<file path="src/rtl/core/m32h_pkg.sv">
`default_nettype none

package m32h_pkg;

  localparam int unsigned WordW = 32;

  localparam logic CFG_SEED_LO = 1'b0;
  localparam logic CFG_SEED_HI = 1'b1;

  localparam logic [7:0] PadByte = 8'h80;

  typedef struct packed {
    logic [WordW-1:0] word;
    logic             last_item;
    logic             extra;
  } op_t;

  typedef struct packed {
    logic [WordW-1:0] a;
    logic [WordW-1:0] b;
  } chain_t;

  function automatic logic [WordW-1:0] rol(input logic [WordW-1:0] x, input int unsigned n);
    logic [2*WordW-1:0] d;
    d = {x, x} << n;
    return d[2*WordW-1:WordW];
  endfunction

  function automatic chain_t mix_round(input chain_t c);
    logic [WordW-1:0] a;
    logic [WordW-1:0] b;
    chain_t r;
    a = c.a;
    b = c.b;
    b = b ^ a;
    a = rol(a, 20);
    a = a + b;
    b = rol(b, 9);
    b = b ^ a;
    a = rol(a, 27);
    a = a + b;
    b = rol(b, 19);
    r.a = a;
    r.b = b;
    return r;
  endfunction

  function automatic logic [WordW-1:0] pad_tail(input logic [WordW-1:0] w,
                                                input logic [1:0] cnt);
    logic [WordW-1:0] t;
    case (cnt)
      2'd0:    t = {24'h0, PadByte};
      2'd1:    t = {16'h0, PadByte, w[7:0]};
      2'd2:    t = {8'h0, PadByte, w[15:0]};
      2'd3:    t = {PadByte, w[23:0]};
      default: t = {24'h0, PadByte};
    endcase
    return t;
  endfunction

endpackage

`default_nettype wire

</file>
<file path="src/rtl/core/marvin32_seeded_hash_core.sv">
// Sequencing: a non-last item is absorbed as it leaves the two-entry queue; a last item
//   passes the absorb, pad (only when it carries four bytes) and mix rounds before the hash
//   sits in the output register; the mix round waits until the output register is free.
// Throughput: non-last items at one per cycle, set by the round unit, paused by last items.
// Reset: asynchronous, active low; clears queue, chain, message state and seeds.
`default_nettype none

module marvin32_seeded_hash_core (
  input  wire logic         clk_i,
  input  wire logic         rst_ni,
  input  wire logic         cfg_we_i,
  input  wire logic         cfg_idx_i,
  input  wire logic [31:0]  cfg_data_i,
  input  wire logic         s_axis_tvalid,
  output logic              s_axis_tready,
  input  wire logic [39:0]  s_axis_tdata,  // data_word [31:0], byte_count [34:32], zero fill
  input  wire logic         s_axis_tlast,
  output logic              m_axis_tvalid,
  input  wire logic         m_axis_tready,
  output logic [63:0]       m_axis_tdata   // hash_first_word [31:0], hash_second_word [63:32]
);

  m32h_pkg::chain_t seed_q;
  m32h_pkg::chain_t hash;
  m32h_pkg::op_t    op;
  logic             op_valid;
  logic             op_pop;

  always_ff @(posedge clk_i or negedge rst_ni) begin
    if (!rst_ni) begin
      seed_q <= '0;
    end else if (cfg_we_i) begin
      case (cfg_idx_i)
        m32h_pkg::CFG_SEED_LO: seed_q.a <= cfg_data_i;
        m32h_pkg::CFG_SEED_HI: seed_q.b <= cfg_data_i;
        default:               seed_q   <= seed_q;
      endcase
    end
  end

  m32h_front u_front (
    .clk_i      (clk_i),
    .rst_ni     (rst_ni),
    .word_i     (s_axis_tdata[31:0]),
    .count_i    (s_axis_tdata[34:32]),
    .last_i     (s_axis_tlast),
    .valid_i    (s_axis_tvalid),
    .ready_o    (s_axis_tready),
    .op_valid_o (op_valid),
    .op_o       (op),
    .op_pop_i   (op_pop)
  );

  m32h_back u_back (
    .clk_i        (clk_i),
    .rst_ni       (rst_ni),
    .seed_i       (seed_q),
    .op_valid_i   (op_valid),
    .op_i         (op),
    .op_pop_o     (op_pop),
    .hash_valid_o (m_axis_tvalid),
    .hash_o       (hash),
    .hash_ready_i (m_axis_tready)
  );

  assign m_axis_tdata = {hash.b, hash.a};

endmodule

`default_nettype wire

</file>
<file path="src/rtl/core/m32h_front.sv">
`default_nettype none

module m32h_front (
  input  wire logic                         clk_i,
  input  wire logic                         rst_ni,
  input  wire logic [m32h_pkg::WordW-1:0]   word_i,
  input  wire logic [2:0]                   count_i,
  input  wire logic                         last_i,
  input  wire logic                         valid_i,
  output logic                              ready_o,
  output logic                              op_valid_o,
  output m32h_pkg::op_t                     op_o,
  input  wire logic                         op_pop_i
);

  m32h_pkg::op_t op_cls;
  m32h_pkg::op_t fifo_q [2];
  logic          wr_ptr_q, wr_ptr_d;
  logic          rd_ptr_q, rd_ptr_d;
  logic [1:0]    cnt_q, cnt_d;
  logic          push, pop;
  logic          full_word;

  always_comb begin
    full_word = count_i[2];
    op_cls.last_item = last_i;
    op_cls.extra     = last_i && full_word;
    if (!last_i || full_word) begin
      op_cls.word = word_i;
    end else begin
      op_cls.word = m32h_pkg::pad_tail(word_i, count_i[1:0]);
    end
  end

  assign ready_o    = (cnt_q != 2'd2);
  assign push       = valid_i && ready_o;
  assign pop        = op_pop_i && (cnt_q != 2'd0);
  assign op_valid_o = (cnt_q != 2'd0);
  assign op_o       = fifo_q[rd_ptr_q];

  always_comb begin
    wr_ptr_d = push ? ~wr_ptr_q : wr_ptr_q;
    rd_ptr_d = pop ? ~rd_ptr_q : rd_ptr_q;
    cnt_d    = cnt_q + {1'b0, push} - {1'b0, pop};
  end

  always_ff @(posedge clk_i or negedge rst_ni) begin
    if (!rst_ni) begin
      wr_ptr_q <= 1'b0;
      rd_ptr_q <= 1'b0;
      cnt_q    <= 2'd0;
    end else begin
      wr_ptr_q <= wr_ptr_d;
      rd_ptr_q <= rd_ptr_d;
      cnt_q    <= cnt_d;
    end
  end

  always_ff @(posedge clk_i) begin
    if (push) begin
      fifo_q[wr_ptr_q] <= op_cls;
    end
  end

endmodule

`default_nettype wire

</file>
<file path="src/rtl/core/m32h_back.sv">
`default_nettype none

module m32h_back (
  input  wire logic                         clk_i,
  input  wire logic                         rst_ni,
  input  wire m32h_pkg::chain_t             seed_i,
  input  wire logic                         op_valid_i,
  input  wire m32h_pkg::op_t                op_i,
  output logic                              op_pop_o,
  output logic                              hash_valid_o,
  output m32h_pkg::chain_t                  hash_o,
  input  wire logic                         hash_ready_i
);

  typedef enum logic [1:0] {
    PH_ABSORB,
    PH_PAD,
    PH_MIX
  } phase_e;

  phase_e           phase_q, phase_d;
  m32h_pkg::chain_t chain_q, chain_d;
  m32h_pkg::chain_t hash_q;
  m32h_pkg::chain_t mix_in;
  m32h_pkg::chain_t mix_out;
  logic             in_msg_q, in_msg_d;
  logic             hash_valid_q, hash_valid_d;
  logic             out_free;
  logic             step;
  logic [m32h_pkg::WordW-1:0] addend;

  assign out_free = !hash_valid_q || hash_ready_i;
  assign step     = op_valid_i && ((phase_q != PH_MIX) || out_free);

  always_comb begin
    case (phase_q)
      PH_ABSORB: addend = op_i.word;
      PH_PAD:    addend = {24'h0, m32h_pkg::PadByte};
      PH_MIX:    addend = '0;
      default:   addend = '0;
    endcase
    mix_in   = in_msg_q ? chain_q : seed_i;
    mix_in.a = mix_in.a + addend;
    mix_out  = m32h_pkg::mix_round(mix_in);
  end

  always_comb begin
    phase_d      = phase_q;
    chain_d      = chain_q;
    in_msg_d     = in_msg_q;
    hash_valid_d = hash_valid_q && !hash_ready_i;
    op_pop_o     = 1'b0;
    if (step) begin
      chain_d  = mix_out;
      in_msg_d = 1'b1;
      case (phase_q)
        PH_ABSORB: begin
          if (!op_i.last_item) begin
            op_pop_o = 1'b1;
          end else if (op_i.extra) begin
            phase_d = PH_PAD;
          end else begin
            phase_d = PH_MIX;
          end
        end
        PH_PAD: begin
          phase_d = PH_MIX;
        end
        PH_MIX: begin
          op_pop_o     = 1'b1;
          phase_d      = PH_ABSORB;
          in_msg_d     = 1'b0;
          hash_valid_d = 1'b1;
        end
        default: begin
          phase_d = PH_ABSORB;
        end
      endcase
    end
  end

  always_ff @(posedge clk_i or negedge rst_ni) begin
    if (!rst_ni) begin
      phase_q      <= PH_ABSORB;
      chain_q      <= '0;
      in_msg_q     <= 1'b0;
      hash_valid_q <= 1'b0;
      hash_q       <= '0;
    end else begin
      phase_q      <= phase_d;
      chain_q      <= chain_d;
      in_msg_q     <= in_msg_d;
      hash_valid_q <= hash_valid_d;
      if (step && (phase_q == PH_MIX)) begin
        hash_q <= mix_out;
      end
    end
  end

  assign hash_valid_o = hash_valid_q;
  assign hash_o       = hash_q;

endmodule

`default_nettype wire
</file>
<file path="config.mk">
export PLATFORM = sky130hd
export DESIGN_NAME = marvin32_seeded_hash_core
export DESIGN_NICKNAME = d
export VERILOG_FILES = /design/src/rtl/core/m32h_pkg.sv /design/src/rtl/core/marvin32_seeded_hash_core.sv /design/src/rtl/core/m32h_front.sv /design/src/rtl/core/m32h_back.sv
export SDC_FILE = /design/constraint.sdc
export NUM_CORES = 1
export LEC_CHECK = 0
export ABC_AREA = 1
export BUFFER_PORTS_ARGS = -buffer_cell sky130_fd_sc_hd__buf_2
export CORE_UTILIZATION = 55
export CTS_CLUSTER_DIAMETER = 100
export DETAILED_ROUTE_END_ITERATION = 10
export GPL_ROUTABILITY_DRIVEN = 0
export PLACE_DENSITY_LB_ADDON = 0.25
export SYNTH_ARGS = -nofsm -noshare
export SYNTH_HDL_FRONTEND = slang
export SYNTH_SLANG_ARGS = --single-unit
</file>
<file path="constraint.sdc">
create_clock -name clk_i -period 6.4 [get_ports clk_i]
set_input_delay 0 -clock clk_i [delete_from_list [all_inputs] [get_ports clk_i]]
set_output_delay 0 -clock clk_i [all_outputs]
set_load 0.005 [all_outputs]
</file>
==> out/metrics.yaml <==
clock_network:
  clock-sinks: 268
  cts_max_level: 1
  cts_tree: "yes"
  clock-root-buffer: "clkbuf_16"
  clk_latency_ns: 0.57
  clk_path_buf_depth: 3
  numCtsBuffers: 28
  path_clk_slew_ns: 0.07
job:
  maxCapViolCount: 0
grt:
  grtUsageTotal_pct: 39.1
  grt_util_met2_pct: 59.2
  grt_overflow: 0
  grt_start_max_net_pins: 96
  grtUsageMet3_pct: 6.94
  grt_pass1_wl_um: 106000
  gr-max-usage-layer: "met2"
  antenna_found_initial: 2
  met1_usage_pct: 51.9
  first_global_vias: 19300
critical_path:
  timing.rr.start: "u_back.in_msg_q"
  max_stage_delay_ns: 0.44
  cp-start-kind: "flip-flop"
  arrival_ns: 6.67
  setup.worst_path.class: "reg2reg"
  crit_fanout: 29
  crit_slowest_cell: "dfrtp_2"
  required_ns: 6.89
  cp-end-kind: "flip-flop"
  cp.depth: 37
  cp_top_family: "simple AND/OR/NAND/NOR gates"
  cpMostUsedCell: "nand2_1"
  cp_num_buf_inv: 6
  startpoint: "u_back.in_msg_q"
  reg2reg_depth: 37
routing:
  vias_per_cell: 5.72
  drt_iter0_drc: 2542
  drc: 0
  avgRoutedWirePerCell_um: 19.8
  vias: 20300
  firstDrtPassIters: 6
  ant_nets: 0
  wirelength_um: 70100
yosys:
  synth_area_per_cell_um2: 7.06
  synthTopCellsByArea: "dfrtp_1, nand2_1, edfxtp_1"
  synth.distinct_cells: 56
  async_flop_share_pct: 74.6
  synth.largest_area_cell: "dfrtp_1"
  syn_inst: 2680
  synth-edff-count: 68
  synth_nets: 2857
  synthFlopType: "dfrtp_1"
  synth_area_um2: 18900
  yosysSeqAreaShare_pct: 37.2
  synth_warnings: 0
  synth-seq-cells: 268
  netlist.area_leader.share_pct: 26.5
placement:
  io_buffers: 139
  dp_hpwl_um: 52400
layout:
  multi_input_area_um2: 10900
  final_common_cell: "nand2_1"
  drive_gt1_share_pct: 22.4
  final_util_pct: 71.4
  area_growth_pct: 27.1
  mostFrequentLayoutCells: "nand2_1, inv_1, o21ai_0"
  regArea_um2: 7050
  n_fill_cell: 2594
  insertedDiodeCount: 0
  layout.nets: 3253
sta:
  post-route-period-util_pct: 96.6
  max_freq_mhz: 162
  hold_ws_ns: 0.0540
  hold_viol_final: 0
  drv_slew: 0
  slew_headroom_pct: 23.1
  skew_ns: 0.0206
  min_period_ns: 6.18
  worstMarginPinSlew_ns: 1.15
  setup_viol: 0
die:
  die_w_um: 187
  num_rows: 67
  die_area_um2: 35100
  pin_count: 145
  core_area_um2: 33700
  die_h_um: 187
  initial_core_util_pct: 56.1
min_path:
  hold_path.class: "in2async"
status:
  status: "finished, final reports clean"
[final timing paths]
path | to | slack, ns
worst max-delay path | u_back.chain_q[63] | 0.22
worst min-delay path | u_back.hash_o[11] | 0.05
worst max register to register | u_back.chain_q[63] | 0.22
worst min register to register | u_back.hash_o[61] | 0.48
max in group asynchronous | seed_q[26] | 4.98
min in group clk_i | u_front.fifo_q[0][1] | 0.20
[state kept, by name (all words and copies together) (netlist names)]
signal	cells
u_back.hash_o	64
u_front.wr_ptr_q	1
u_back.phase_q	2
u_front.fifo_q	68
u_back.chain_q	64
u_front.rd_ptr_q	1
u_back.in_msg_q	1
u_back.hash_valid_o	1
u_front.cnt_q	2
seed_q	64
[per-layer routing]
| layer | routed length [um] | part of all wire [%] | up-vias |
|---|---|---|---|
| met5 | 23 | 0.033 | - |
| met4 | 5290 | 7.5 | 4 |
| met3 | 7720 | 11 | 302 |
| met2 | 30100 | 43 | 1246 |
| met1 | 26900 | 38 | 9410 |
| li1 | - | - | 9304 |
[area by class of cell]
class	count	area share [%]
multi-input combinational	1979	45.4
sequential	268	29.3
timing repair buffer	428	13.0
inverter	371	5.80
clock buffer	37	3.35
tap	448	2.33
clock inverter	15	0.811
[cells in the mapped netlist, types with 16 or more instances]
cell type / number
dfrtp_1: 200
nand2_1: 948
edfxtp_1: 68
inv_2: 16
clkbuf_1: 43
xor2_1: 48
nand2_2: 74
inv_1: 352
ha_1: 95
a21oi_1: 111
o21ai_0: 222
nor2_1: 130
nand4_1: 22
nand3_1: 166
[worst register-to-register path, delay by kind of cell (launching register included)]
kind	cells	cell delay (ns)
XOR/XNOR	1	0.20
AND/OR/NAND/NOR	19	2.33
AO/OA/AOI/OAI	8	1.31
adder cells (fa/ha/maj)	3	1.01
buffers and inverters	6	0.84
flip-flops	1	0.44
[stage by stage]
stage | instance area [um2] | TNS (ns) | setup WS [ns] | instances
2_1_floorplan | 18900 | 0 | 0.175 | 2680
3_3_place_gp | 21500 | -0.000478 | -0.000478 | 3409
3_5_place_dp | 21500 | -0.0336 | -0.0336 | 3409
4_1_cts | 23200 | 0 | 0.0185 | 3533
5_1_grt | 24100 | -0.418 | -0.0865 | 3546
6_report | 24100 | 0 | 0.220 | 3546
[cell families after synthesis]
group	share of synthesized area, %
simple gates	31.9
buf+inv	8.70
compound gates	11.1
flops	37.2
fa+ha+maj	6.60
xor+xnor	4.36
mux	0.159
[timing repair]
action,CTS,global route
gates resized for setup,2,159
hold buffers,72,0
hold endpoints to repair,208,0
gates cloned,0,1
pin swaps,0,22
setup endpoints to repair,2,47
setup buffers,0,12
Power is not shown: default switching activity piles up to over one toggle a cycle in this logic, so the estimate is an artifact.
